===== src/fwca_pkg.sv =====
`default_nettype none

package fwca_pkg;

	localparam int COORD_BITS = 12;
	localparam int SPEED_BITS = 3;
	localparam int STEP_BITS  = 5;

	localparam logic [SPEED_BITS-1:0] SPEED_MAX  = 3'd6;
	localparam logic [STEP_BITS-1:0]  STEP_PIXELS = 5'd5;

	localparam logic [2:0] JOY_SELECT = 3'd0;
	localparam logic [2:0] JOY_LEFT   = 3'd1;
	localparam logic [2:0] JOY_RIGHT  = 3'd2;
	localparam logic [2:0] JOY_UP     = 3'd3;
	localparam logic [2:0] JOY_DOWN   = 3'd4;

	localparam logic [1:0] VAL_RELEASE = 2'd0;
	localparam logic [1:0] VAL_PRESS   = 2'd1;
	localparam logic [1:0] VAL_REPEAT  = 2'd2;

	localparam logic [1:0] REG_KEYPAD_MODE  = 2'd0;
	localparam logic [1:0] REG_SCREEN_MAX_X = 2'd1;
	localparam logic [1:0] REG_SCREEN_MAX_Y = 2'd2;

	localparam logic REPORT_CURSOR = 1'b0;
	localparam logic REPORT_KEY    = 1'b1;

	localparam logic [COORD_BITS-1:0] SCREEN_MAX_X_RESET = 12'd599;
	localparam logic [COORD_BITS-1:0] SCREEN_MAX_Y_RESET = 12'd799;

	typedef logic [COORD_BITS-1:0] coord_t;

	// Moves a coordinate by a signed step and holds it inside 0 .. lim.
	function automatic coord_t clamp_move(input coord_t pos, input logic [STEP_BITS-1:0] amt,
		input logic neg, input coord_t lim);
		logic signed [COORD_BITS+1:0] sum;
		logic signed [COORD_BITS+1:0] delta;
		begin
			delta = $signed({{(COORD_BITS+2-STEP_BITS){1'b0}}, amt});
			sum = $signed({2'b00, pos});
			sum = neg ? (sum - delta) : (sum + delta);
			if (sum < 0) begin
				clamp_move = '0;
			end else if (sum > $signed({2'b00, lim})) begin
				clamp_move = lim;
			end else begin
				clamp_move = sum[COORD_BITS-1:0];
			end
		end
	endfunction

endpackage

`default_nettype wire


===== src/five_way_cursor_accelerator.sv =====
// Five-way joystick cursor accelerator.
// Key events enter on the s_ stream channel; reports leave on the m_ stream
// channel. In mouse mode every key event produces a cursor report carrying the
// clamped position and the latched button; arrows move the cursor and repeated
// arrows accelerate up to six steps of five pixels. In keypad mode known keys
// are forwarded as key reports. The first event after a mode change and every
// non-key event are consumed without a report.
// Configuration registers (mode, screen limits) are written on the cfg_
// channel, which is always ready; write them only while the block is idle.
// A request passes through the input register; the position and speed update
// then lands in the output register. One request is accepted every cycle while
// the output register is not stalled, as the state update between the two
// registers is combinational.
// When the receiver stalls, the output register holds its request and the
// input register fills; s_tready drops only when both are occupied.
// Reset clears the position, speeds, button and mode, and sets the screen
// limits to 599 by 799.
`default_nettype none

module five_way_cursor_accelerator
	import fwca_pkg::*;
(
	input  wire logic        clk,
	input  wire logic        arst_n,
	input  wire logic        s_tvalid,
	output logic             s_tready,
	input  wire logic [7:0]  s_tdata,   // key[2:0], key_value[4:3], zeros
	input  wire logic        s_tuser,   // is_key_event
	output logic             m_tvalid,
	input  wire logic        m_tready,
	output logic [31:0]      m_tdata,   // cursor_x[11:0], cursor_y[23:12], left_down[24],
	                                    // key_id[27:25], key_pressed[28], key_repeat[29], zeros
	output logic             m_tuser,   // report_kind
	input  wire logic        cfg_valid,
	output logic             cfg_ready,
	input  wire logic [1:0]  cfg_index,
	input  wire logic [11:0] cfg_data
);

	logic                  valid_s1;
	logic                  is_key_s1;
	logic [2:0]            key_s1;
	logic [1:0]            val_s1;

	logic                  keypad_mode_q;
	coord_t                max_x_q;
	coord_t                max_y_q;
	coord_t                pos_x_q;
	coord_t                pos_y_q;
	logic [SPEED_BITS-1:0] speed_q [4];
	logic                  button_q;
	logic                  prev_mode_q;

	logic                  out_valid_q;
	logic                  out_kind_q;
	logic [29:0]           out_data_q;

	logic                  advance;
	logic                  cfg_fire;
	logic                  is_arrow;
	logic [1:0]            dir;
	logic [SPEED_BITS-1:0] spd_cur;
	logic [SPEED_BITS-1:0] spd_next;
	logic [STEP_BITS-1:0]  amt;
	logic [STEP_BITS-1:0]  amt_x;
	logic [STEP_BITS-1:0]  amt_y;
	coord_t                new_x;
	coord_t                new_y;
	logic                  new_button;
	logic                  live;
	logic                  emit_cursor;
	logic                  emit_key;

	assign advance   = !out_valid_q || m_tready;
	assign s_tready  = !valid_s1 || advance;
	assign cfg_ready = 1'b1;
	assign cfg_fire  = cfg_valid && cfg_ready;

	assign is_arrow = (key_s1 == JOY_LEFT) || (key_s1 == JOY_RIGHT) ||
		(key_s1 == JOY_UP) || (key_s1 == JOY_DOWN);
	assign dir      = key_s1[1:0] - 2'd1;
	assign spd_cur  = speed_q[dir];

	always_comb begin
		case (val_s1)
			VAL_RELEASE: spd_next = '0;
			VAL_PRESS:   spd_next = 3'd1;
			default:     spd_next = (spd_cur < SPEED_MAX) ? spd_cur + 3'd1 : spd_cur;
		endcase
		amt = {spd_next, 2'b00} + {2'b00, spd_next};
	end

	assign amt_x = ((key_s1 == JOY_LEFT) || (key_s1 == JOY_RIGHT)) ? amt : '0;
	assign amt_y = ((key_s1 == JOY_UP) || (key_s1 == JOY_DOWN)) ? amt : '0;
	assign new_x = clamp_move(pos_x_q, amt_x, key_s1 == JOY_LEFT, max_x_q);
	assign new_y = clamp_move(pos_y_q, amt_y, key_s1 == JOY_UP, max_y_q);
	assign new_button = button_q ^ (key_s1 == JOY_SELECT);

	// An event is live only when the mode has not changed since the last one.
	assign live        = valid_s1 && advance && is_key_s1 && (keypad_mode_q == prev_mode_q);
	assign emit_cursor = live && !keypad_mode_q;
	assign emit_key    = live && keypad_mode_q && (key_s1 <= JOY_DOWN);

	always_ff @(posedge clk or negedge arst_n) begin
		if (!arst_n) begin
			valid_s1 <= 1'b0;
		end else if (s_tready) begin
			valid_s1 <= s_tvalid;
		end
	end

	always_ff @(posedge clk) begin
		if (s_tvalid && s_tready) begin
			is_key_s1 <= s_tuser;
			key_s1    <= s_tdata[2:0];
			val_s1    <= s_tdata[4:3];
		end
	end

	always_ff @(posedge clk or negedge arst_n) begin
		if (!arst_n) begin
			keypad_mode_q <= 1'b0;
			max_x_q       <= SCREEN_MAX_X_RESET;
			max_y_q       <= SCREEN_MAX_Y_RESET;
			pos_x_q       <= '0;
			pos_y_q       <= '0;
			for (int i = 0; i < 4; i++) begin
				speed_q[i] <= '0;
			end
			button_q      <= 1'b0;
			prev_mode_q   <= 1'b0;
		end else begin
			if (valid_s1 && advance) begin
				prev_mode_q <= keypad_mode_q;
			end
			if (emit_cursor) begin
				pos_x_q  <= new_x;
				pos_y_q  <= new_y;
				button_q <= new_button;
				if (is_arrow) begin
					speed_q[dir] <= spd_next;
				end
			end
			if (cfg_fire) begin
				case (cfg_index)
					REG_KEYPAD_MODE: begin
						keypad_mode_q <= cfg_data[0];
						button_q      <= 1'b0;
					end
					REG_SCREEN_MAX_X: max_x_q <= cfg_data;
					REG_SCREEN_MAX_Y: max_y_q <= cfg_data;
					default: ;
				endcase
			end
		end
	end

	always_ff @(posedge clk or negedge arst_n) begin
		if (!arst_n) begin
			out_valid_q <= 1'b0;
		end else if (advance) begin
			out_valid_q <= emit_cursor || emit_key;
		end
	end

	always_ff @(posedge clk) begin
		if (emit_cursor) begin
			out_kind_q <= REPORT_CURSOR;
			out_data_q <= {5'b0, new_button, new_y, new_x};
		end else if (emit_key) begin
			out_kind_q <= REPORT_KEY;
			out_data_q <= {val_s1 == VAL_REPEAT, val_s1 != VAL_RELEASE, key_s1, 1'b0,
				{COORD_BITS{1'b0}}, {COORD_BITS{1'b0}}};
		end
	end

	assign m_tvalid = out_valid_q;
	assign m_tuser  = out_kind_q;
	assign m_tdata  = {2'b00, out_data_q};

endmodule

`default_nettype wire

===== config.mk =====
export PLATFORM = sky130hd
export DESIGN_NAME = five_way_cursor_accelerator
export DESIGN_NICKNAME = d
export VERILOG_FILES = /design/src/fwca_pkg.sv /design/src/five_way_cursor_accelerator.sv
export SDC_FILE = /design/constraint.sdc
export NUM_CORES = 1
export LEC_CHECK = 0
export ABC_AREA = 1
export BUFFER_PORTS_ARGS = -buffer_cell sky130_fd_sc_hd__buf_2
export CORE_UTILIZATION = 40
export CTS_CLUSTER_SIZE = 14
export DETAILED_ROUTE_END_ITERATION = 6
export HOLD_SLACK_MARGIN = 0.02
export PLACE_DENSITY = 0.64
export SLEW_MARGIN = 25
export SYNTH_ARGS = -nofsm -noshare
export SYNTH_HDL_FRONTEND = slang
export SYNTH_SLANG_ARGS = --single-unit

===== constraint.sdc =====
create_clock -name clk -period 6.2 [get_ports clk]
set_input_delay 0.93 -clock clk [delete_from_list [all_inputs] [get_ports clk]]
set_output_delay 0.93 -clock clk [all_outputs]
set_load 0.01 [all_outputs]

---- After elaboration in Yosys (flattened, before gate mapping) ----
Cells that the tools add are included.
W data, S select, Z words.
storage, ports and cells
  bits in registers ....................... 102
  input bits .............................. 28
  output and inout bits ................... 36
  logic and storage cells ................. 93
operators by class
  add/subtract/negate cells ............... 7
  order comparisons ....................... 8
  equality and inequality tests ........... 9
  multiplexer cells ....................... 21
  bitwise gates (word level) .............. 2
  reductions and logical operators ........ 27
operators by type and width
  operator               number
  $mux W25               2
  $mux W12               4
  $gt A14 B13 Y1         2
  $lt A14 B1 Y1 const B  2
  $mux W14               2
  $add A12 B5 Y13        2
  $sub A12 B5 Y13        2
  $bwmux W12             1
  $mux W3                4
  $mux W5                2
  $logic_and A1 B1 Y1    8
  $reduce_and A2 Y1      4
  $logic_or A1 B1 Y1     7
  $bmux W3 S2            1
  $demux W3 S2           1
  $eq A3 B2 Y1 const B   2
  $pmux W3 S2            1
  $add A5 B3 Y5          1
  $eq A2 B1 Y1 const B   2
  $eq A2 B2 Y1 const B   2
  $logic_not A2 Y1       2
  $reduce_bool A2 Y1     2
  $add A3 B1 Y3 const B  1
  $eq A3 B1 Y1 const B   1
  other kinds (12)       16

---- Longest topological paths before layout ----
  depth after elaboration ................. 16
  depth in mapped cells ................... 43
  gate-level depth less buffers ........... 41

---- Worst setup path after synthesis ----
OpenSTA, ideal clock, no wires.
  kind .................................... reg2reg
  start point ............................. register key_s1[0]
  end point ............................... register out_data_q[14], data pin
  setup time .............................. 0.252 ns
  arrival ................................. 4.709 ns
  required time ........................... 5.948 ns
  setup slack ............................. 1.239 ns
  stages on the path, launching flop included .. 37
  buffers on the path ..................... 1
  period minus slack after synthesis ...... 4.961 ns
  cells stage by stage .................... edfxtp_1 inv_2 ha_1 inv_1 nand3_1 nand2_1 inv_1 ha_1 nor2_1 nor2_1 nand2_1 inv_1 ha_1 ha_1 xor2_1 nor2_1 inv_1 ha_1 a21oi_1 nand2_1 nor2_1 nand3_1 nand2_1 nand2_1 nand2_1 inv_1 ha_1 nand2_1 nor3_1 nand4_1 nand2_1 nand2_2 nand2_4 buf_8 nand2_1 nand3_1 inv_1
between the ends
  word-level cells in the longest chain between the ends .. 16
  elaborated cells between the ends (all ways) .. 22
  those cells by class .................... add/sub (5); order compare (3); eq/ne (2); mux (10); bitwise (1); reduce/logical (1)
RTL lines
  item                                                       line                                RTL
  start: declaration                                         five_way_cursor_accelerator.sv:42   logic [2:0] key_s1;
  start signal: assignment                                   five_way_cursor_accelerator.sv:115  key_s1 <= s_tdata[2:0];
  $sub A2 B1 Y2 *                                            five_way_cursor_accelerator.sv:81   assign dir = key_s1[1:0] - 2'd1;
  $not A2 Y3 (implied by the code) *                         five_way_cursor_accelerator.sv:82   assign spd_cur = speed_q[dir];
  $bmux W3 S2 *                                              five_way_cursor_accelerator.sv:82
  $mux W3 (implied by the code) * (2 in a row)               five_way_cursor_accelerator.sv:82
  $add A3 B1 Y3 / $lt A3 B3 Y1 (equally long branches)       five_way_cursor_accelerator.sv:88   default: spd_next = (spd_cur < SPEED_MAX) ? spd_cur + 3'd1 : spd_cur;
  $mux W3 *                                                  five_way_cursor_accelerator.sv:88
  $pmux W3 S2 *                                              five_way_cursor_accelerator.sv:85   case (val_s1)
  via spd_next[2]                                            five_way_cursor_accelerator.sv:63   logic [SPEED_BITS-1:0] spd_next;
  $add A5 B3 Y5 *                                            five_way_cursor_accelerator.sv:90   amt = {spd_next, 2'b00} + {2'b00, spd_next};
  $mux W5 *                                                  five_way_cursor_accelerator.sv:94   assign amt_y = ((key_s1 == JOY_UP) || (key_s1 == JOY_DOWN)) ? amt : '0;
  $add A12 B5 Y13 / $sub A12 B5 Y13 (equally long branches)  fwca_pkg.sv:42                      sum = neg ? (sum - delta) : (sum + delta);
  $mux W14 *                                                 fwca_pkg.sv:42
  $gt A14 B13 Y1                                             fwca_pkg.sv:45                      end else if (sum > $signed({2'b00, lim})) begin
  $mux W12                                                   fwca_pkg.sv:45
  $mux W12 *                                                 fwca_pkg.sv:43                      if (sum < 0) begin
  $mux W25 *                                                 five_way_cursor_accelerator.sv:167  if (emit_cursor) begin
  end signal: assignment                                     five_way_cursor_accelerator.sv:169  out_data_q <= {5'b0, new_button, new_y, new_x};
  end signal: assignment                                     five_way_cursor_accelerator.sv:172  out_data_q <= {val_s1 == VAL_REPEAT, val_s1 != VAL_RELEASE, key_s1, 1'b0,
  end: declaration                                           five_way_cursor_accelerator.sv:56   logic [29:0] out_data_q;
The timed path passes the listed nets; every way through them passes the cells marked *. The select of a mux whose other input is x is not followed.
A chain may end at the register's enable or synchronous reset.

---- Worst setup path after layout ----
  start point ............................. register key_s1[1]
  end point ............................... register out_data_q[6], data pin
between the ends
  word-level cells in the longest chain between the ends .. 16
  elaborated cells between the ends (all ways) .. 22
  those cells by class .................... add/sub (5); order compare (3); eq/ne (2); mux (10); bitwise (1); reduce/logical (1)
RTL lines
  item                                                       line                                RTL
  $sub A2 B1 Y2 *                                            five_way_cursor_accelerator.sv:81
  $not A2 Y3 (implied by the code) *                         five_way_cursor_accelerator.sv:82
  $bmux W3 S2 *                                              five_way_cursor_accelerator.sv:82
  $mux W3 (implied by the code) * (2 in a row)               five_way_cursor_accelerator.sv:82
  $add A3 B1 Y3 / $lt A3 B3 Y1 (equally long branches)       five_way_cursor_accelerator.sv:88
  $mux W3 *                                                  five_way_cursor_accelerator.sv:88
  $pmux W3 S2 *                                              five_way_cursor_accelerator.sv:85
  via spd_next[2]                                            five_way_cursor_accelerator.sv:63
  $add A5 B3 Y5 *                                            five_way_cursor_accelerator.sv:90
  $mux W5 *                                                  five_way_cursor_accelerator.sv:93   assign amt_x = ((key_s1 == JOY_LEFT) || (key_s1 == JOY_RIGHT)) ? amt : '0;
  $add A12 B5 Y13 / $sub A12 B5 Y13 (equally long branches)  fwca_pkg.sv:42
  $mux W14 *                                                 fwca_pkg.sv:42
  $gt A14 B13 Y1                                             fwca_pkg.sv:45
  $mux W12                                                   fwca_pkg.sv:45
  $mux W12 *                                                 fwca_pkg.sv:43
  $mux W25 *                                                 five_way_cursor_accelerator.sv:167
Marked as above.

==> impl_metrics.toml <==
[sta]
tightest_slew_ns = 0.887
post-route-min-period_ns = 5.59
skew_ns = 0.00762
relSlewSlack = 0.409
fin_setup_tns_ns = 0
drv_slew = 0
fmaxAchievable_mhz = 179
period_share = 0.901
rsz0062_at_grt = "false"
hold_violations = 0
setup_violations = 0

[logic_synthesis]
synth-seq-cells = 102
ys_seq_area_frac = 0.386
synth.cell_area_sq_um = 6980
synth_top_family_by_area = "simple AND/OR/NAND/NOR gates"
synth_flop_cell = "dfrtp_1"
yosysUniqueCellTypes = 40
yosysWarnings = 0
syn-mean-instance-area_sq_um = 7.19
synth_xor_area_frac = 0.00753
synth-compound-area-share = 0.0710
yosys.area_share.simple = 0.317
synth-edff-count = 31
syn_inst = 971
synth_fa_ha_area_frac = 0.105
synth.area.mux_share = 0
async_flop_share = 0.637

[layout]
nNetsFinal = 1110
synthToLayoutAreaGrowth_pct = 11.1
final_cell_area_sq_um = 7750
n_antenna_cell = 0
n_fill_cell = 1742
drive_above_1_share = 0.121

[global_routing]
antenna_found_initial = 0
grt_pass1_wl_um = 26700
track_usage = 0.188
grt_pass1_vias = 5443
grt_overflow = 0
grt_max_degree = 66

[setup_path]
cpPeakStageDelay_ns = 0.42
rrSetupSlack_ns = 0.61
critical_path.reg2reg.startpoint = "key_s1[1]$_DFFE_PP_"
slowest_stage = "edfxtp_1"
start_kind = "flop"
path_class = "reg2reg"
cp_common_cell = "nand2_1"
r2r-end = "out_data_q[6]$_SDFFCE_PN0P_"
cp_data_arrival_time_ns = 5.69
reg2regPathDepth = 33
required_ns = 6.31
crit_fanout = 12
crit_path_end_kind = "flop"

[floorplan]
core_area_sq_um = 16800
rows = 47
ios = 64
start_util = 0.415
die_w_um = 134
die_area_sq_um = 18000
fp.dieH_um = 134

[power_and_ir_drop]
peakVddDrop_mv = 0.189
leakagePower_uw = 0.00434
p_per_area_nw_per_um2 = 400

[routing]
detail_route.vias_per_cell = 4.79
route.vias.total = 5987
wl_met1_um = 8220
drt_drc_violations_left = 0
drt-initial-drc-count = 374
top_layer = "met4"
drt-total-wl_um = 16100
post_drt_wl_per_cell_um = 12.9
dr.pass1.iters = 4
wl_met2_um = 6930
drtAntennaViolNets = 0
wl_met3_um = 758

[place]
place_area_sq_um = 7470
portBuffers = 57
post-dp-hpwl_um = 12600
globalplace.congestion = 0.886

[cts]
h-tree-depth = 3
clockRootBuffer = "clkbuf_16"
tritoncts = "yes"
clkSlewWorstSetupHoldPaths_ns = 0.07
clock_latency_ns = 0.35
cts_buffers = 9
cts_hold_buffers = 0
cts.sinks = 102
post_cts_resized = 0
cts_buffer_depth = 2
cts_setup_buffers = 0

[worst_hold_path]
hp-class = "reg2reg"
min_from = "val_s1[0]$_DFFE_PP_"
whs_path_depth = 1
holdPathEnd = "out_data_q[29]$_SDFFE_PP0P_"

[status]
status = "finished, final reports clean"

[run]
cap_violations = 0
critical path, delay by kind of cell, from the launching register on:
kind / cells / cell delay (ns)
adders and majority gates: 6 / 1.52
AOI/OAI and AO/OA: 3 / 0.67
DFF: 1 / 0.42
buffers and inverters: 6 / 0.49
xor gates and xnor gates: 1 / 0.17
and+or+nand+nor: 17 / 2.06
power by group:
| part | switching (uW) | internal [uW] | total, uW | leakage, uW |
|---|---|---|---|---|
| Combinational | 967 | 543 | 1510 | 0.00306 |
| Sequential | 161 | 880 | 1040 | 0.00115 |
| Clock | 251 | 300 | 550 | 0.000136 |
flip-flops by register name, summed over array words and instances, names as in the netlist:
name and cells:
keypad_mode_q 1, pos_y_q 12, out_data_q 30, valid_s1 1, val_s1 2, max_y_q 12, m_tvalid 1, m_tuser 1
key_s1 3, speed_q 12, is_key_s1 1, prev_mode_q 1, max_x_q 12, pos_x_q 12, button_q 1
per-layer routing:
metal  vias to the layer above  GRT usage
met5                         -          0
met4                         0     0.0456
met3                        14     0.0382
met2                       128      0.293
met1                      2685      0.266
li1                       3160          -
cell usage after synthesis, types with 6 or more instances:
cell / instances / area [sq um]
nand2_1: 336 / 1260
inv_1: 156 / 586
nand3_1: 85 / 425
o21ai_0: 54 / 270
dfrtp_1: 52 / 1300
ha_1: 52 / 651
nor2_1: 51 / 191
edfxtp_1: 31 / 931
a21oi_1: 26 / 130
dfstp_2: 13 / 342
nand4_1: 12 / 75.1
buf_2: 11 / 55.1
nor3_1: 11 / 55.1
inv_2: 9 / 33.8
dfxtp_1: 6 / 120
nand3_2: 6 / 60.1
xor2_1: 6 / 52.6
stage by stage:
stage | cells | total power [uW] | setup slack (ns) | hold WS [ns] | utilization
3_3_place_gp | 1235 | 2520 | 0.650 | 0.454 | 0.444
6_report | 1251 | 3100 | 0.614 | 0.470 | 0.461
4_1_cts | 1251 | 3120 | 0.590 | 0.470 | 0.461
3_5_place_dp | 1235 | 2550 | 0.602 | 0.454 | 0.444
5_1_grt | 1251 | 3410 | 0.0360 | 0.515 | 0.461
2_1_floorplan | 972 | 2220 | 1.24 | 0.440 | -
worst max-delay path by stage:
stage                                    from                            to  slack, ns  cells past startpoint
after global routing      key_s1[1]$_DFFE_PP_   out_data_q[4]$_SDFFCE_PN0P_       0.04                     35
after detailed placement  key_s1[1]$_DFFE_PP_   out_data_q[2]$_SDFFCE_PN0P_       0.60                     36
after CTS                 key_s1[1]$_DFFE_PP_   out_data_q[6]$_SDFFCE_PN0P_       0.59                     35
after global placement    key_s1[1]$_DFFE_PP_   out_data_q[4]$_SDFFCE_PN0P_       0.65                     34
final                     key_s1[1]$_DFFE_PP_   out_data_q[6]$_SDFFCE_PN0P_       0.61                     33
after floorplan           key_s1[0]$_DFFE_PP_  out_data_q[14]$_SDFFCE_PN0P_       1.24                     36
kinds of logic after synthesis:
kind of cell    Yosys count
flops                   102
other cells               2
simple gates            521
buf+inv                 191
fa+ha+maj                56
compound gates           93
xor+xnor                  6
cells in the final DEF (no fill, tap or decap), types with 2 or more instances in the layout:
| cell | synthesis | final |
|---|---|---|
| nand2_1 | 336 | 336 |
| inv_1 | 156 | 156 |
| nand3_1 | 85 | 85 |
| buf_2 | 11 | 57 |
| o21ai_0 | 54 | 54 |
| ha_1 | 52 | 52 |
| dfrtp_1 | 52 | 52 |
| nor2_1 | 51 | 51 |
| edfxtp_1 | 31 | 31 |
| a21oi_1 | 26 | 26 |
| dfstp_2 | 13 | 13 |
| nand4_1 | 12 | 12 |
| nor3_1 | 11 | 11 |
| buf_4 | 5 | 11 |
| clkbuf_16 | 0 | 10 |
| inv_2 | 9 | 9 |
| xor2_1 | 6 | 6 |
| nand3_2 | 6 | 6 |
| dfxtp_1 | 6 | 6 |
| nand2_2 | 5 | 5 |
| nand3b_1 | 5 | 5 |
| fa_1 | 4 | 4 |
| or2_2 | 3 | 3 |
| o21bai_1 | 3 | 3 |
| conb_1 | 2 | 3 |
| clkbuf_1 | 5 | 3 |
| a21oi_2 | 2 | 2 |
| nor2_2 | 2 | 2 |
| a31oi_1 | 2 | 2 |
| a21o_1 | 2 | 2 |
| nand2_4 | 2 | 2 |
layout make-up:
| cell class | count | area (sq um) | share of cell area |
|---|---|---|---|
| sequential | 102 | 2690 | 0.347 |
| timing repair buffer | 68 | 368 | 0.0474 |
| multi-input combinational | 679 | 3510 | 0.452 |
| inverter | 166 | 623 | 0.0804 |
| clock buffer | 13 | 262 | 0.0337 |
| clock inverter | 3 | 25.0 | 0.00323 |
| tap | 220 | 275 | 0.0355 |
(Power assumes the default switching activity.)
